===== config.mk =====
export PLATFORM = sky130hd
export DESIGN_NAME = gtrs_ram
export DESIGN_NICKNAME = d
export VERILOG_FILES = /design/src/rtl/gtrs_ram.sv
export SDC_FILE = /design/constraint.sdc
export NUM_CORES = 1
export LEC_CHECK = 0
export ABC_AREA = 1
export BUFFER_PORTS_ARGS = -buffer_cell sky130_fd_sc_hd__buf_2
export CAP_MARGIN = 20
export CORE_UTILIZATION = 40
export CTS_BUF_LIST = sky130_fd_sc_hd__clkbuf_8
export DETAILED_ROUTE_END_ITERATION = 10
export MAX_ROUTING_LAYER = met4
export SLEW_MARGIN = 0
export SYNTH_ARGS = -nofsm -noshare
export SYNTH_HDL_FRONTEND = slang
export SYNTH_SLANG_ARGS = --single-unit
export TNS_END_PERCENT = 100

===== constraint.sdc =====
create_clock -name clk -period 1.4 [get_ports clk]
set_clock_uncertainty 0.05 [all_clocks]
set_input_delay 0.07 -clock clk [delete_from_list [all_inputs] [get_ports clk]]
set_output_delay 0.07 -clock clk [all_outputs]
set_load 0.01 [all_outputs]

===== src/rtl/gtrs_ram.sv =====
// Generic single-write, single-read RAM with registered read data.
// No dependencies.
`timescale 1ns / 1ps
module gtrs_ram #(
  parameter int Width = 8,
  parameter int Depth = 32
) (
  input  logic                     clk,
  input  logic                     we,
  input  logic [$clog2(Depth)-1:0] waddr,
  input  logic [Width-1:0]         wdata,
  input  logic [$clog2(Depth)-1:0] raddr,
  output logic [Width-1:0]         rdata
);
  logic [Width-1:0] mem [Depth];

  // Write and registered read
  always_ff @(posedge clk) begin
    if (we) mem[waddr] <= wdata;
    rdata <= mem[raddr];
  end
endmodule


## Word-level counts from Yosys, hierarchy flattened

Memories as Yosys holds them, arrays and structs flattened. A register that Yosys moved wholly into a read port is not among the register bits.
Cells that the tools add are included.
Widths: inputs -> output; s select.

- Register bits: 0
- Memory bits (writable): 256
- Output and inout port bits: 8
- Word-level logic and storage cells: 3
- Memories kept: 1

- Muxes and demuxes: 2

Memory list:

| memory | depth | width | rd ports | clocked after memory_dff | write ports | RTL line | text |
|---|---|---|---|---|---|---|---|
| mem | 32 | 8 | 1 | 1 | 1 | 15 | `logic [Width-1:0] mem [Depth];` |

Operators by type and width:

| cell | number |
|---|---|
| $mux 1 | 2 |

## Depth between registers and ports, before layout

- Depth in word-level cells: 2
- Gate-level depth with buffers: 11

## Worst setup path before layout

No wires, ideal clock.

- Path type: in2reg
- Start point: in waddr[0]
- End point: mem mem[0][0] (enable)
- Setup time: 370 ps
- Arrival time: 734 ps
- Data required time: 980 ps
- Slack: 246 ps
- Stages on the path: 3
- Path buffers: 0
- Path through: inv_1 -> nand3_1 -> nor2_1

RTL lines:

| element | RTL line | text |
|---|---|---|
| start: declaration | 10 | `input logic [$clog2(Depth)-1:0] waddr,` |
| end: declaration | 15 |  |

Straight into the memory's write port.

==> qor.csv <==
metric,value,unit
status,finished with violations,
failing checks,design-rule violations,
post-route design area,0.0125,mm^2
Avg Inst Size Synth,11.7,um^2
CTS buffer count,43,
# hold bufs at CTS,9,
Crit. End Element,flop,
Worst-path clk slew,0.06,ns
Pwr Density,1260,mW/mm^2
Syn. warnings,0,
CTS Sinks,264,
Worst-Margin Slew,0.342,ns
Period minus WS final,1.29,ns
fill cell count,2370,
ANT nets after route,0,
H-tree depth,2,
"commonest cells after routing, fill and taps aside","nand2_1 (360), edfxtp_1 (256), nand3_1 (204), buf_4 (44), clkbuf_8 (43)",
Starting Density,0.410,
DP Worst Slack,-0.0272,ns
Rel. slew slack,0.772,
clk root buf,clkbuf_8,
DR iter-0 viols,435,
WP data required,1.77,ns
Max Root-Sink Buffers,3,
final setup violation count,0,
vias in the first global route,6864,
Die H,166,um
Via-to-Cell Ratio,5.04,
Die Wd,166,um
Vias,6976,
Rows,59,
top-level I/O count,28,
largest cells by area after synthesis,"edfxtp_1 (71%), nand2_1 (13%), nand3_1 (9.5%)",
Final #Nets,1036,
"most common cell after layout, fill and taps aside",nand2_1,
post-CTS setup buffers,0,
Slew Limit Fails,0,
Port-buffer cells,27,
Hold Crit Class,in -> reg,
Die Area,0.0276,mm^2
initial antenna violation count,0,
# Max-Cap Violations,0,
final setup TNS,0,ns
Post-DP Area,0.0117,mm^2
Max Fclk,0.777,GHz
period utilization,0.920,
CP arrival,1.66,ns
Final Hold Viols,0,
WS Path Type,reg -> reg,
Yosys reg bits,264,
DP Wirelength,15600,um
CTS tree,built,
top-area cell type share of the netlist area,0.713,
first-pass GRT wire length,39400,um
drt drc,2,
number of gates resized after cts,0,
largest net degree at the start of global routing,57,
Worst VDD drop,957,uV
leakage power,4.80,nW
Placeable Area,0.0263,mm^2
iteration count of the initial detailed-routing pass,8,
register area,0.00785,mm^2
CP Launch Type,flop,
Routed Wire Length,25400,um
sequential area share after synthesis,0.728,
Clock Latency Late Sink,0.56,ns
DR WL/cell,18.4,um
Tot GR Track Use,0.194,
Critical Path Fanout Max,1,
cell area after synthesis,0.0108,mm^2
Area Overhead vs Synth,16.2,%
placer congestion estimate,0.848,
RSZ-0062 raised after global routing,false,
# diodes,0,
syn_nets,942,
overall power,15.8,mW
area of the multi-input gates,0.00249,mm^2
library cells used by synthesis,12,
share of cells above drive strength 1,0.135,
dominant cell type by area after synthesis,edfxtp_1,
fin worst setup slack,0.112,ns
Post-Syn Instances,922,
global route overflow,0,
final cells by class:
type	count	area share
clock inverter	35	0.0124
clock buffer	43	0.0472
multi-input combinational	596	0.199
sequential	264	0.626
tap	335	0.0334
inverter	10	0.00309
timing repair buffer	101	0.0790
cell usage after synthesis, drive strengths merged:
| cell | instances |
|---|---|
| nand2 | 360 |
| edfxtp | 256 |
| nand3 | 204 |
| buf | 45 |
| nor2 | 32 |
| inv | 10 |
| dfxtp | 8 |
| clkbuf | 7 |
power by group:
part           total (mW)  switching [mW]  internal [mW]  leakage (nW)
combinational        1.19           0.786          0.404          1.98
sequential           8.83          0.0434           8.78          2.37
clock                5.80            2.91           2.89         0.448
total                15.8            3.74           12.1          4.80
cell families (layout without fill, tap and decap cells):
logic type,count (synthesis),in the layout,share of synthesized area
buf+inv,62,189,0.0414
flops,264,264,0.728
simple gates,596,596,0.231
worst max-delay path, stage by stage (launching register included):
cell and delay [ns]:
edfxtp_1 0.37, nand2_1 0.07, nand3_1 0.09, nand3_1 0.21
nand2_1 0.09, nand2_1 0.06, nand2_1 0.05, nand2_1 0.10
nand2_1 0.06
state kept, by name, indices dropped and copies added, names as in the netlist:
name / flops
mem: 256
rdata: 8
layer usage:
layer | wire length, um | up-vias | global-route usage
met5 | 0 | - | -
met4 | 427 | 0 | 0.0495
met3 | 1290 | 32 | 0.0341
met2 | 12000 | 181 | 0.302
met1 | 11700 | 3369 | 0.265
li1 | - | 3394 | -
metrics by stage:
stage                     hold slack (ns)  utilization  cells
after floorplan                     0.119            -    922
after global routing               0.0523        0.477   1384
final                              0.0269        0.477   1384
after CTS                         0.00313        0.477   1384
after detailed placement            0.361        0.445   1297
after global placement              0.363        0.445   1297
path summary, 6_finish.rpt:
path / from / end / slack, ns / cells after the start
hold reg to reg: mem[30][3] / rdata[3] / 0.74 / 8
setup / recovery: mem[15][2] / rdata[2] / 0.11 / 8
hold / removal: raddr[2] / rdata[2] / 0.03 / 7
setup reg to reg: mem[15][2] / rdata[2] / 0.11 / 8
(Power assumes the default switching activity.)
